<file path="src/rtl/core/kcpe_pkg.sv">
`default_nettype none
// ----------------------------------------------------------------------------
// kcpe_pkg: shared types and constants
// Register indexes, widths and the request and response structs that pass
// between the sequencer and the shared arithmetic unit.
// ----------------------------------------------------------------------------
package kcpe_pkg;

    localparam int unsigned N_REGS = 8;
    localparam int unsigned ADDR_W = 5;

    localparam logic [2:0] REG_LONG_THR   = 3'd0;
    localparam logic [2:0] REG_SHORT_LEN  = 3'd1;
    localparam logic [2:0] REG_LONG_LEN   = 3'd2;
    localparam logic [2:0] REG_TONE_RAMP  = 3'd3;
    localparam logic [2:0] REG_TONE_PEAK  = 3'd4;
    localparam logic [2:0] REG_LED_RISE   = 3'd5;
    localparam logic [2:0] REG_LED_DECAY  = 3'd6;
    localparam logic [2:0] REG_LED_MINF   = 3'd7;

    // Operations of the shared unit.
    localparam logic [1:0] OP_MUL = 2'd0;
    localparam logic [1:0] OP_DIV = 2'd1;

    typedef struct packed {
        logic        start;
        logic [1:0]  op;
        logic [47:0] a;
        logic [47:0] b;
    } alu_req_t;

    typedef struct packed {
        logic        done;
        logic [47:0] res;
    } alu_rsp_t;

endpackage
`default_nettype wire

</file>
<file path="src/rtl/core/kcpe_alu.sv">
`default_nettype none
// ----------------------------------------------------------------------------
// kcpe_alu: shared serial multiplier and divider
// Shift-add multiply and restoring divide, one bit of the 48-bit operands a
// cycle. A quotient by zero is all ones and is never used by the sequencer.
// ----------------------------------------------------------------------------
module kcpe_alu
    import kcpe_pkg::*;
(
    input  wire logic     aclk,
    input  wire logic     aresetn,
    input  wire alu_req_t req,
    output alu_rsp_t      rsp
);

    logic        busy_reg, busy_next;
    logic [1:0]  op_reg, op_next;
    logic [5:0]  cnt_reg, cnt_next;
    logic [47:0] a_reg, a_next;
    logic [47:0] b_reg, b_next;
    logic [47:0] acc_reg, acc_next;
    logic        done_reg, done_next;
    logic [48:0] trial;
    logic [47:0] rem_sh;

    always_comb begin
        busy_next = busy_reg;
        op_next   = op_reg;
        cnt_next  = cnt_reg;
        a_next    = a_reg;
        b_next    = b_reg;
        acc_next  = acc_reg;
        done_next = 1'b0;
        rem_sh    = {acc_reg[46:0], a_reg[47]};
        trial     = {1'b0, rem_sh} - {1'b0, b_reg};
        if (req.start) begin
            busy_next = 1'b1;
            op_next   = req.op;
            cnt_next  = 6'd0;
            a_next    = req.a;
            b_next    = req.b;
            acc_next  = '0;
        end else if (busy_reg) begin
            unique case (op_reg)
                OP_MUL: begin
                    // Product bits above 48 are never needed.
                    if (b_reg[0]) begin
                        acc_next = acc_reg + a_reg;
                    end
                    a_next = {a_reg[46:0], 1'b0};
                    b_next = {1'b0, b_reg[47:1]};
                end
                OP_DIV: begin
                    // The accumulator holds the remainder, a shifts into the quotient.
                    if (!trial[48]) begin
                        acc_next = trial[47:0];
                        a_next   = {a_reg[46:0], 1'b1};
                    end else begin
                        acc_next = rem_sh;
                        a_next   = {a_reg[46:0], 1'b0};
                    end
                end
                default: begin
                    acc_next = acc_reg;
                end
            endcase
            cnt_next = cnt_reg + 6'd1;
            if (cnt_reg == 6'd47) begin
                busy_next = 1'b0;
                done_next = 1'b1;
            end
        end
    end

    always_ff @(posedge aclk) begin
        if (!aresetn) begin
            busy_reg <= 1'b0;
            done_reg <= 1'b0;
        end else begin
            busy_reg <= busy_next;
            done_reg <= done_next;
        end
        op_reg  <= op_next;
        cnt_reg <= cnt_next;
        a_reg   <= a_next;
        b_reg   <= b_next;
        acc_reg <= acc_next;
    end

    assign rsp.done = done_reg;
    assign rsp.res  = (op_reg == OP_DIV) ? a_reg : acc_reg;

`ifndef ASSERT_OFF
    a_done_pulse: assert property (@(posedge aclk) disable iff (!aresetn)
        done_reg |=> !done_reg)
        else $error("alu done held for two cycles");
    a_done_ends_busy: assert property (@(posedge aclk) disable iff (!aresetn)
        done_reg |-> !busy_reg || $past(req.start))
        else $error("alu done while still busy");
    a_start_idle: assert property (@(posedge aclk) disable iff (!aresetn)
        req.start |-> !busy_reg)
        else $error("alu started while busy");
`endif

endmodule
`default_nettype wire

</file>
<file path="src/rtl/core/kcpe_regs.sv">
`default_nettype none
// ----------------------------------------------------------------------------
// kcpe_regs: configuration registers
// APB write and read of the eight envelope settings.
// ----------------------------------------------------------------------------
module kcpe_regs
    import kcpe_pkg::*;
(
    input  wire logic              aclk,
    input  wire logic              aresetn,
    input  wire logic              psel,
    input  wire logic              penable,
    input  wire logic              pwrite,
    input  wire logic [ADDR_W-1:0] paddr,
    input  wire logic [31:0]       pwdata,
    output logic      [31:0]       prdata,
    output logic                   pready,
    output logic      [15:0]       long_thr,
    output logic      [15:0]       short_len,
    output logic      [15:0]       long_len,
    output logic      [7:0]        tone_ramp,
    output logic      [11:0]       tone_peak,
    output logic      [9:0]        led_rise,
    output logic      [9:0]        led_decay,
    output logic      [7:0]        led_minf
);

    logic [15:0] long_thr_reg, short_len_reg, long_len_reg;
    logic [7:0]  tone_ramp_reg, led_minf_reg;
    logic [11:0] tone_peak_reg;
    logic [9:0]  led_rise_reg, led_decay_reg;
    logic [2:0]  idx;
    logic        wr;

    assign pready = 1'b1;
    assign idx    = paddr[4:2];
    assign wr     = psel && penable && pwrite && (paddr[1:0] == 2'd0);

    always_ff @(posedge aclk) begin
        if (!aresetn) begin
            long_thr_reg  <= 16'd200;
            short_len_reg <= 16'd150;
            long_len_reg  <= 16'd450;
            tone_ramp_reg <= 8'd8;
            tone_peak_reg <= 12'd3277;
            led_rise_reg  <= 10'd154;
            led_decay_reg <= 10'd563;
            led_minf_reg  <= 8'd12;
        end else if (wr) begin
            unique case (idx)
                REG_LONG_THR:  long_thr_reg  <= pwdata[15:0];
                REG_SHORT_LEN: short_len_reg <= pwdata[15:0];
                REG_LONG_LEN:  long_len_reg  <= pwdata[15:0];
                REG_TONE_RAMP: tone_ramp_reg <= pwdata[7:0];
                REG_TONE_PEAK: tone_peak_reg <= pwdata[11:0];
                REG_LED_RISE:  led_rise_reg  <= pwdata[9:0];
                REG_LED_DECAY: led_decay_reg <= pwdata[9:0];
                REG_LED_MINF:  led_minf_reg  <= pwdata[7:0];
                default:       long_thr_reg  <= long_thr_reg;
            endcase
        end
    end

    always_comb begin
        prdata = '0;
        if (paddr[1:0] == 2'd0) begin
            unique case (idx)
                REG_LONG_THR:  prdata = {16'd0, long_thr_reg};
                REG_SHORT_LEN: prdata = {16'd0, short_len_reg};
                REG_LONG_LEN:  prdata = {16'd0, long_len_reg};
                REG_TONE_RAMP: prdata = {24'd0, tone_ramp_reg};
                REG_TONE_PEAK: prdata = {20'd0, tone_peak_reg};
                REG_LED_RISE:  prdata = {22'd0, led_rise_reg};
                REG_LED_DECAY: prdata = {22'd0, led_decay_reg};
                REG_LED_MINF:  prdata = {24'd0, led_minf_reg};
                default:       prdata = '0;
            endcase
        end
    end

    assign long_thr  = long_thr_reg;
    assign short_len = short_len_reg;
    assign long_len  = long_len_reg;
    assign tone_ramp = tone_ramp_reg;
    assign tone_peak = tone_peak_reg;
    assign led_rise  = led_rise_reg;
    assign led_decay = led_decay_reg;
    assign led_minf  = led_minf_reg;

endmodule
`default_nettype wire

</file>
<file path="src/rtl/core/keypress_classified_pulse_envelope.sv">
`default_nettype none
// ----------------------------------------------------------------------------
// keypress_classified_pulse_envelope: key-timed pulse with tone and LED envelopes
// Times key presses, starts a short or long pulse on release and produces a
// trapezoid tone amplitude and an eased LED duty for every tick.
// ----------------------------------------------------------------------------
//  channel   dir   word
//  s_axis    in    one tick: key_down
//  m_axis    out   tone_level, led_duty, pulse_on, pulse_is_long
//  apb       in    eight settings at byte address 4*i
//
// Each product or quotient goes through the shared 48-bit serial multiply and
// divide unit: up to two for the tone and up to eleven on an LED update tick
// in the decay phase with scaled fades. s_tready is low from acceptance until
// the result word has been taken. Reset is synchronous; the control state and
// settings return to their defaults, while the tone, fade, scratch and output
// word registers are not reset.
// ----------------------------------------------------------------------------
module keypress_classified_pulse_envelope
    import kcpe_pkg::*;
#(
    parameter int unsigned LED_UPDATE_TICKS = 2,
    parameter int unsigned DUTY_BITS        = 12
) (
    input  wire logic              aclk,
    input  wire logic              aresetn,
    input  wire logic              s_tvalid,
    output logic                   s_tready,
    input  wire logic [7:0]        s_tdata,   // [0] key_down
    output logic                   m_tvalid,
    input  wire logic              m_tready,
    output logic      [31:0]       m_tdata,   // [11:0] tone_level, [23:12] led_duty,
                                              // [24] pulse_on, [25] pulse_is_long
    input  wire logic              psel,
    input  wire logic              penable,
    input  wire logic              pwrite,
    input  wire logic [ADDR_W-1:0] paddr,
    input  wire logic [31:0]       pwdata,
    output logic      [31:0]       prdata,
    output logic                   pready
);

    localparam logic [47:0] DMAX = 48'((64'd1 << DUTY_BITS) - 64'd1);

    localparam logic [4:0] S_IDLE  = 5'd0;
    localparam logic [4:0] S_TONE1 = 5'd1;  // P*t or P*(L-t)
    localparam logic [4:0] S_TONE2 = 5'd2;  // divide by R
    localparam logic [4:0] S_FIN   = 5'd3;  // L*rise
    localparam logic [4:0] S_FOUT  = 5'd4;  // L*decay
    localparam logic [4:0] S_SC1   = 5'd5;  // fin*L
    localparam logic [4:0] S_SC2   = 5'd6;  // /sum
    localparam logic [4:0] S_SC3   = 5'd7;  // fout*L
    localparam logic [4:0] S_SC4   = 5'd8;  // /sum
    localparam logic [4:0] S_SEL   = 5'd9;
    localparam logic [4:0] S_R1    = 5'd10; // t*4096/fin
    localparam logic [4:0] S_R2    = 5'd11; // v*v
    localparam logic [4:0] S_R3    = 5'd12; // *M
    localparam logic [4:0] S_D1    = 5'd13; // x*4096/fout
    localparam logic [4:0] S_D2    = 5'd14; // rq*rq
    localparam logic [4:0] S_D3    = 5'd15; // *rq
    localparam logic [4:0] S_D4    = 5'd16; // *M (split into two halves)
    localparam logic [4:0] S_FIN2  = 5'd17;
    localparam logic [4:0] S_OUT   = 5'd18;
    localparam logic [4:0] S_WAIT  = 5'd19;

    logic [15:0] long_thr, short_len, long_len;
    logic [7:0]  tone_ramp, led_minf;
    logic [11:0] tone_peak;
    logic [9:0]  led_rise, led_decay;

    kcpe_regs u_regs (
        .aclk, .aresetn, .psel, .penable, .pwrite, .paddr, .pwdata, .prdata, .pready,
        .long_thr, .short_len, .long_len, .tone_ramp, .tone_peak,
        .led_rise, .led_decay, .led_minf
    );

    alu_req_t req;
    alu_rsp_t rsp;

    kcpe_alu u_alu (.aclk, .aresetn, .req, .rsp);

    logic [4:0]  st_reg, st_next;
    logic        wait_reg, wait_next;
    logic        key_prev_reg, key_prev_next;
    logic [15:0] hold_reg, hold_next;
    logic        act_reg, act_next;
    logic        long_reg, long_next;
    logic [15:0] el_reg, el_next;
    logic [3:0]  phase_reg, phase_next;
    logic [11:0] duty_reg, duty_next;
    logic [11:0] tone_reg, tone_next;
    logic        upd_reg, upd_next;
    logic [16:0] fin_reg, fin_next;
    logic [16:0] fout_reg, fout_next;
    logic [47:0] tmp_reg, tmp_next;
    logic        mv_reg, mv_next;
    logic [31:0] mdata_reg, mdata_next;

    logic [15:0] len;
    logic [15:0] t;
    logic [16:0] s_pos;
    logic [17:0] sum;
    logic [4:0]  phase_inc;
    logic [47:0] res;

    assign len   = long_reg ? long_len : short_len;
    assign t     = el_reg;
    assign res   = rsp.res;
    assign sum   = {1'b0, fin_reg} + {1'b0, fout_reg};
    assign s_pos = {1'b0, len} - fout_reg;
    assign phase_inc = {1'b0, phase_reg} + 5'd1;

    function automatic logic [11:0] sat12(input logic [47:0] x);
        sat12 = (x > 48'd4095) ? 12'd4095 : x[11:0];
    endfunction

    always_comb begin
        st_next       = st_reg;
        wait_next     = 1'b0;
        key_prev_next = key_prev_reg;
        hold_next     = hold_reg;
        act_next      = act_reg;
        long_next     = long_reg;
        el_next       = el_reg;
        phase_next    = phase_reg;
        duty_next     = duty_reg;
        tone_next     = tone_reg;
        upd_next      = upd_reg;
        fin_next      = fin_reg;
        fout_next     = fout_reg;
        tmp_next      = tmp_reg;
        mv_next       = mv_reg;
        mdata_next    = mdata_reg;
        req           = '0;

        if (mv_reg && m_tready) begin
            mv_next = 1'b0;
        end

        unique case (st_reg)
            S_IDLE: begin
                if (s_tvalid && !mv_reg) begin
                    if (s_tdata[0]) begin
                        if (!key_prev_reg) hold_next = 16'd1;
                        else if (hold_reg != 16'hFFFF) hold_next = hold_reg + 16'd1;
                    end else if (key_prev_reg) begin
                        long_next = (hold_reg >= long_thr);
                        act_next  = 1'b1;
                        el_next   = 16'd0;
                    end
                    key_prev_next = s_tdata[0];
                    if (32'(phase_inc) >= LED_UPDATE_TICKS) begin
                        phase_next = 4'd0;
                        upd_next   = 1'b1;
                    end else begin
                        phase_next = phase_inc[3:0];
                        upd_next   = 1'b0;
                    end
                    tone_next = 12'd0;
                    st_next   = S_TONE1;
                end
            end
            S_TONE1: begin
                // Registers from the key edge now hold; t and L are stable.
                if (!act_reg || t >= len || tone_ramp == 8'd0) begin
                    tone_next = (!act_reg || t >= len) ? 12'd0 : tone_peak;
                    st_next   = S_FIN;
                end else if (t < {8'd0, tone_ramp}) begin
                    req = '{start: 1'b1, op: OP_MUL, a: 48'(tone_peak), b: 48'(t)};
                    wait_next = 1'b1;
                    st_next   = S_TONE2;
                end else if ({1'b0, t} < {1'b0, len} - {9'd0, tone_ramp}) begin
                    tone_next = tone_peak;
                    st_next   = S_FIN;
                end else begin
                    req = '{start: 1'b1, op: OP_MUL, a: 48'(tone_peak), b: 48'(len - t)};
                    wait_next = 1'b1;
                    st_next   = S_TONE2;
                end
            end
            S_TONE2: begin
                if (wait_reg) begin
                    wait_next = 1'b1;
                    if (rsp.done) begin
                        req = '{start: 1'b1, op: OP_DIV, a: res, b: 48'(tone_ramp)};
                        wait_next = 1'b0;
                        tmp_next  = 48'd1;
                    end
                end else if (rsp.done) begin
                    tone_next = res[11:0];
                    st_next   = S_FIN;
                end
            end
            S_FIN: begin
                if (!upd_reg) begin
                    st_next = S_FIN2;
                end else if (!act_reg || t >= len) begin
                    duty_next = 12'd0;
                    st_next   = S_FIN2;
                end else if (!wait_reg) begin
                    req = '{start: 1'b1, op: OP_MUL, a: 48'(len), b: 48'(led_rise)};
                    wait_next = 1'b1;
                end else begin
                    wait_next = 1'b1;
                    if (rsp.done) begin
                        fin_next  = (res[25:10] < 16'(led_minf)) ? 17'(led_minf)
                                                                 : {1'b0, res[25:10]};
                        wait_next = 1'b0;
                        st_next   = S_FOUT;
                    end
                end
            end
            S_FOUT: begin
                if (!wait_reg) begin
                    req = '{start: 1'b1, op: OP_MUL, a: 48'(len), b: 48'(led_decay)};
                    wait_next = 1'b1;
                end else begin
                    wait_next = 1'b1;
                    if (rsp.done) begin
                        fout_next = (res[25:10] < 16'(led_minf)) ? 17'(led_minf)
                                                                 : {1'b0, res[25:10]};
                        wait_next = 1'b0;
                        st_next   = S_SC1;
                    end
                end
            end
            S_SC1: begin
                if (sum > {2'd0, len}) begin
                    req = '{start: 1'b1, op: OP_MUL, a: 48'(fin_reg), b: 48'(len)};
                    st_next = S_SC2;
                end else begin
                    st_next = S_SEL;
                end
            end
            S_SC2: begin
                if (rsp.done) begin
                    req = '{start: 1'b1, op: OP_DIV, a: res, b: 48'(sum)};
                    st_next = S_SC3;
                end
            end
            S_SC3: begin
                if (rsp.done) begin
                    tmp_next = res;
                    req = '{start: 1'b1, op: OP_MUL, a: 48'(fout_reg), b: 48'(len)};
                    st_next = S_SC4;
                end
            end
            S_SC4: begin
                if (!wait_reg) begin
                    if (rsp.done) begin
                        req = '{start: 1'b1, op: OP_DIV, a: res, b: 48'(sum)};
                        wait_next = 1'b1;
                    end
                end else begin
                    wait_next = 1'b1;
                    if (rsp.done) begin
                        fin_next  = tmp_reg[16:0];
                        fout_next = res[16:0];
                        wait_next = 1'b0;
                        st_next   = S_SEL;
                    end
                end
            end
            S_SEL: begin
                if ({1'b0, t} < fin_reg) begin
                    req = '{start: 1'b1, op: OP_DIV, a: 48'({t, 12'd0}), b: 48'(fin_reg)};
                    st_next = S_R1;
                end else if ({1'b0, t} < s_pos) begin
                    duty_next = sat12(DMAX);
                    st_next   = S_FIN2;
                end else begin
                    req = '{start: 1'b1, op: OP_DIV,
                            a: 48'({fout_reg - ({1'b0, t} - s_pos), 12'd0}),
                            b: 48'(fout_reg)};
                    st_next = S_D1;
                end
            end
            S_R1: begin
                if (rsp.done) begin
                    tmp_next = 48'd4096 - res;
                    st_next  = S_R2;
                end
            end
            S_R2: begin
                if (!wait_reg) begin
                    req = '{start: 1'b1, op: OP_MUL, a: tmp_reg, b: tmp_reg};
                    wait_next = 1'b1;
                end else begin
                    wait_next = 1'b1;
                    if (rsp.done) begin
                        req = '{start: 1'b1, op: OP_MUL, a: 48'd16777216 - res, b: DMAX};
                        wait_next = 1'b0;
                        st_next   = S_R3;
                    end
                end
            end
            S_R3: begin
                if (rsp.done) begin
                    duty_next = sat12({24'd0, res[47:24]});
                    st_next   = S_FIN2;
                end
            end
            S_D1: begin
                if (rsp.done) begin
                    tmp_next = res;
                    req = '{start: 1'b1, op: OP_MUL, a: res, b: res};
                    st_next = S_D2;
                end
            end
            S_D2: begin
                if (rsp.done) begin
                    req = '{start: 1'b1, op: OP_MUL, a: res, b: tmp_reg};
                    st_next = S_D3;
                end
            end
            S_D3: begin
                if (rsp.done) begin
                    // rq^3 fits in 37 bits; keep the product under 48 bits by shifting
                    // the low 12 bits off first and handling them in a second product.
                    tmp_next = res;
                    req = '{start: 1'b1, op: OP_MUL, a: {12'd0, res[47:12]}, b: DMAX};
                    st_next = S_D4;
                end
            end
            S_D4: begin
                if (!wait_reg) begin
                    if (rsp.done) begin
                        fin_next = 17'd0;
                        tmp_next = {res[47:0]};
                        req = '{start: 1'b1, op: OP_MUL, a: {36'd0, tmp_reg[11:0]}, b: DMAX};
                        wait_next = 1'b1;
                    end
                end else begin
                    wait_next = 1'b1;
                    if (rsp.done) begin
                        // floor((hi*2^12 + lo)*M / 2^36) = floor((hi*M + lo*M/2^12) / 2^24)
                        duty_next = sat12(48'((tmp_reg + {12'd0, res[47:12]}) >> 24));
                        wait_next = 1'b0;
                        st_next   = S_FIN2;
                    end
                end
            end
            S_FIN2: begin
                if (act_reg && t >= len) begin
                    act_next = 1'b0;
                end else if (act_reg && el_reg != 16'hFFFF) begin
                    el_next = el_reg + 16'd1;
                end
                st_next = S_OUT;
            end
            S_OUT: begin
                mv_next    = 1'b1;
                mdata_next = {6'd0, long_reg, act_reg, duty_reg, tone_reg};
                st_next    = S_WAIT;
            end
            S_WAIT: begin
                if (!mv_reg || m_tready) begin
                    st_next = S_IDLE;
                end
            end
            default: st_next = S_IDLE;
        endcase
    end

    always_ff @(posedge aclk) begin
        if (!aresetn) begin
            st_reg       <= S_IDLE;
            wait_reg     <= 1'b0;
            key_prev_reg <= 1'b0;
            hold_reg     <= 16'd0;
            act_reg      <= 1'b0;
            long_reg     <= 1'b0;
            el_reg       <= 16'd0;
            phase_reg    <= 4'd0;
            duty_reg     <= 12'd0;
            mv_reg       <= 1'b0;
            upd_reg      <= 1'b0;
        end else begin
            st_reg       <= st_next;
            wait_reg     <= wait_next;
            key_prev_reg <= key_prev_next;
            hold_reg     <= hold_next;
            act_reg      <= act_next;
            long_reg     <= long_next;
            el_reg       <= el_next;
            phase_reg    <= phase_next;
            duty_reg     <= duty_next;
            mv_reg       <= mv_next;
            upd_reg      <= upd_next;
        end
        tone_reg  <= tone_next;
        fin_reg   <= fin_next;
        fout_reg  <= fout_next;
        tmp_reg   <= tmp_next;
        mdata_reg <= mdata_next;
    end

    assign s_tready = (st_reg == S_IDLE) && !mv_reg;
    assign m_tvalid = mv_reg;
    assign m_tdata  = mdata_reg;

`ifndef ASSERT_OFF
    a_busy_not_ready: assert property (@(posedge aclk) disable iff (!aresetn)
        (st_reg != S_IDLE) |-> !s_tready)
        else $error("input ready while a tick is in work");
    a_out_after_accept: assert property (@(posedge aclk) disable iff (!aresetn)
        (st_reg == S_OUT) |=> m_tvalid)
        else $error("result word not presented");
    a_idle_zero: assert property (@(posedge aclk) disable iff (!aresetn)
        (m_tvalid && !m_tdata[24] && $rose(m_tvalid)) |-> (m_tdata[11:0] == 12'd0) ||
        (m_tdata[11:0] == tone_reg))
        else $error("tone word inconsistent");
`endif

endmodule
`default_nettype wire

</file>
<file path="config.mk">
export PLATFORM = sky130hd
export DESIGN_NAME = keypress_classified_pulse_envelope
export DESIGN_NICKNAME = d
export VERILOG_FILES = /design/src/rtl/core/kcpe_pkg.sv /design/src/rtl/core/kcpe_alu.sv /design/src/rtl/core/kcpe_regs.sv /design/src/rtl/core/keypress_classified_pulse_envelope.sv
export SDC_FILE = /design/constraint.sdc
export NUM_CORES = 2
export LEC_CHECK = 0
export BUFFER_PORTS_ARGS = -buffer_cell sky130_fd_sc_hd__buf_2
export CORE_MARGIN = 2
export CORE_UTILIZATION = 35
export CTS_CLUSTER_DIAMETER = 60
export DETAILED_ROUTE_END_ITERATION = 12
export PLACE_DENSITY_LB_ADDON = 0.1
export SYNTH_ARGS = -nofsm -noshare
export SYNTH_HDL_FRONTEND = slang
export SYNTH_SLANG_ARGS = --single-unit
</file>
<file path="constraint.sdc">
create_clock -name aclk -period 21.8 [get_ports aclk]
set_clock_uncertainty 0.1 [all_clocks]
set_input_delay 3.27 -clock aclk [delete_from_list [all_inputs] [get_ports aclk]]
set_output_delay 3.27 -clock aclk [all_outputs]
set_load 0.02 [all_outputs]
</file>
==> run_summary.xml <==
<?xml version="1.0" encoding="UTF-8"?>
<metrics>
  <group name="run_status">
    <metric name="status" unit="">finished clean</metric>
  </group>
  <group name="drt">
    <metric name="drt_iter0_markers" unit="">3661</metric>
    <metric name="vias_cell" unit="">5.96</metric>
    <metric name="routedWlPerCell" unit="µm">26.0</metric>
    <metric name="drc" unit="">0</metric>
    <metric name="final_wl" unit="µm">158000</metric>
    <metric name="routed-via-count" unit="">36257</metric>
    <metric name="drt-pass1-iter-count" unit="">6</metric>
    <metric name="ant_nets" unit="">0</metric>
  </group>
  <group name="timing">
    <metric name="tightest_slew" unit="ns">1.34</metric>
    <metric name="timing.final.setup_violations" unit="">0</metric>
    <metric name="final-hold-violation-count" unit="">0</metric>
    <metric name="fin_crit_period" unit="ns">8.94</metric>
    <metric name="setup_repair_after_global_routing_missed_its_margin" unit="">false</metric>
    <metric name="timing.final.max_slew_violations" unit="">0</metric>
    <metric name="setup_ws_post_layout" unit="ns">12.86</metric>
    <metric name="timing.hold.ws" unit="ns">0.319</metric>
    <metric name="timing.slew.headroom" unit="%">8.02</metric>
    <metric name="post-route-period-util" unit="%">41.0</metric>
    <metric name="setup-tns-final" unit="ns">0</metric>
    <metric name="max_freq" unit="MHz">112</metric>
  </group>
  <group name="clock_network">
    <metric name="cts-root-buf" unit="">clkbuf_16</metric>
    <metric name="clock_path_buffers" unit="">3</metric>
    <metric name="number_of_h_tree_levels" unit="">2</metric>
    <metric name="cts.clk_slew.worst_paths" unit="ns">0.06</metric>
    <metric name="cts_tree" unit="">yes</metric>
    <metric name="insertion_delay" unit="ns">0.70</metric>
    <metric name="clkSinkCount" unit="">428</metric>
    <metric name="clock_buffer_count_from_cts" unit="">60</metric>
    <metric name="post_cts.repair.setup_buffers" unit="">0</metric>
    <metric name="post_cts_resize_count" unit="">0</metric>
    <metric name="holdBufCountCts" unit="">0</metric>
  </group>
  <group name="worst_setup_path">
    <metric name="data_arrival_time_of_the_critical_path" unit="ns">5.57</metric>
    <metric name="cp-start-kind" unit="">input port</metric>
    <metric name="required_time_at_the_endpoint_of_the_critical_path" unit="ns">18.43</metric>
    <metric name="r2r.worst_path.cells" unit="">28</metric>
    <metric name="critPathCaptureType" unit="">output port</metric>
    <metric name="crit-reg2reg-capture" unit="">u_alu.a_reg[0]</metric>
    <metric name="r2r_setup_slack" unit="ns">12.96</metric>
    <metric name="critical_path_peak_fanout" unit="">31</metric>
    <metric name="critPathLaunch" unit="">paddr[3]</metric>
    <metric name="critical_path.endpoint" unit="">prdata[6]</metric>
    <metric name="critical_path.reg2reg.startpoint" unit="">long_reg</metric>
    <metric name="class_of_the_most_critical_setup_path" unit="">in2out</metric>
  </group>
  <group name="yosys">
    <metric name="synthesis.area" unit="µm²">37400</metric>
    <metric name="synthFlopType" unit="">edfxtp_1</metric>
    <metric name="avg_inst_size_synth" unit="µm²">8.02</metric>
    <metric name="ys_seq_area_share" unit="%">28.7</metric>
    <metric name="synth.area.top_cells" unit="">edfxtp_1, dfxtp_1, ha_1, a21oi_1, nand2_1</metric>
    <metric name="synth_top_area_share" unit="%">17.4</metric>
    <metric name="netlist_instances" unit="">4662</metric>
    <metric name="synth_async_sr_flop_share" unit="%">0</metric>
    <metric name="count_of_flip_flops_with_a_built_in_enable_after_synthesis" unit="">217</metric>
    <metric name="synth.yosys.warnings" unit="">0</metric>
    <metric name="ys_ff_latch" unit="">428</metric>
    <metric name="netlist-cell-type-count" unit="">105</metric>
    <metric name="cell_taking_the_most_area_after_synthesis" unit="">edfxtp_1</metric>
  </group>
  <group name="placement">
    <metric name="dpl_worst_slack" unit="ns">12.91</metric>
    <metric name="post-dp-hpwl" unit="µm">121000</metric>
    <metric name="final_gp_congestion" unit="">0.975</metric>
    <metric name="dpl-instance-area" unit="µm²">39300</metric>
    <metric name="io_buffer_count" unit="">72</metric>
  </group>
  <group name="power_and_ir_drop">
    <metric name="power.leakage" unit="nW">16.3</metric>
    <metric name="ir_worst_vdd" unit="µV">86.6</metric>
    <metric name="power.density" unit="nW/µm²">130</metric>
  </group>
  <group name="grt">
    <metric name="number_of_antenna_violations_at_the_first_check_in_global_routing" unit="">0</metric>
    <metric name="grt_max_degree" unit="">157</metric>
    <metric name="gr-total-overflow" unit="">0</metric>
    <metric name="tot_gr_track_use" unit="%">28.4</metric>
    <metric name="wire_length_of_the_first_global_routing_pass" unit="µm">232000</metric>
    <metric name="vias_in_the_first_global_route" unit="">34406</metric>
  </group>
  <group name="die">
    <metric name="fp.coreArea" unit="µm²">106000</metric>
    <metric name="die_height" unit="µm">331</metric>
    <metric name="die-width" unit="µm">331</metric>
    <metric name="start_util" unit="%">35.4</metric>
    <metric name="die_footprint" unit="µm²">109000</metric>
    <metric name="floorplan.io_pins" unit="">119</metric>
    <metric name="floorplan.rows" unit="">119</metric>
  </group>
  <group name="finish">
    <metric name="syn_to_final_growth" unit="%">10.5</metric>
    <metric name="design.final.nets" unit="">5021</metric>
    <metric name="final_layout_size_suffix_gt1_share" unit="%">7.91</metric>
    <metric name="fin_area" unit="µm²">41300</metric>
    <metric name="mostFrequentLayoutCells" unit="">nand2_1, nor2_1, a21oi_1</metric>
    <metric name="insertedDiodeCount" unit="">0</metric>
    <metric name="finish.utilization" unit="%">39.1</metric>
    <metric name="layout_commonest_cell" unit="">nand2_1</metric>
  </group>
  <group name="worst_hold_path">
    <metric name="min_from" unit="">tone_reg[3]</metric>
    <metric name="timing.hold.worst.class" unit="">reg2reg</metric>
  </group>
  <group name="job">
    <metric name="cap_violations" unit="">0</metric>
  </group>
</metrics>
## stage by stage
| step | power [mW] | cells |
|---|---|---|
| finish | 5.37 | 6081 |
| global route | 5.72 | 6081 |
| CTS | 5.33 | 6081 |
| detailed placement | 4.29 | 5969 |
| global placement | 4.28 | 5969 |
| floorplan | 3.38 | 4683 |
## cell usage after synthesis, drive strengths merged (90+ instances only)
library cell  number
o21ai            360
edfxtp           217
inv              273
a21o              97
mux2i            111
a31oi             90
xnor2            166
dfxtp            211
nand2            475
ha               307
a21oi            411
nand3            111
nor2             414
clkbuf           199
## critical path: stages
cell      delay, ns
buf_2          0.56
inv_1          0.54
nor2_1         0.30
a221oi_1       0.12
a21oi_1        0.28
a221oi_1       0.11
nor2_1         0.18
buf_2          0.19
## worst min path at each step
stage / to / depth (start not counted)
after floorplan: m_tdata[0] / 0
after global routing: m_tdata[8] / 0
after detailed placement: m_tdata[0] / 0
final: m_tdata[3] / 0
after global placement: m_tdata[3] / 0
after CTS: m_tdata[3] / 0
## power by group
group	leakage, nW	switching [mW]	internal (mW)	total (mW)
combinational	11.5	1.95	1.06	3.01
sequential	3.73	0.214	1.11	1.33
clock	1.01	0.426	0.604	1.03
## routing by layer
metal | global-route usage, % | wire length [µm]
met5 | 0 | 0
met4 | 13.1 | 8320
met3 | 4.71 | 10900
met2 | 43.7 | 69000
met1 | 38.6 | 70000
## cells by family (layout without fill, tap and decap cells)
kind of cell | count (synthesis) | count (layout) | share of synthesized area (%)
AO/OA/AOI/OAI | 1551 | 1551 | 26.8
AND/OR/NAND/NOR | 1443 | 1443 | 18.0
buffers and inverters | 549 | 556 | 5.97
flip-flops | 428 | 428 | 28.7
adder cells (fa/ha/maj) | 329 | 329 | 11.5
XOR/XNOR | 238 | 238 | 5.57
multiplexers | 122 | 122 | 3.49
other | 2 | 23 | 0.0201
## layout make-up
| class | count | area [µm²] |
|---|---|---|
| clock buffers | 77 | 1660 |
| clock inverters | 35 | 402 |
| fillers | 10967 | 64300 |
| inverters | 282 | 1070 |
| multi-input cells | 3706 | 24700 |
| flip-flops and latches | 428 | 10700 |
| well taps | 1391 | 1740 |
| repair buffers | 162 | 1050 |
Note: power is estimated with default switching activity, not from simulation.
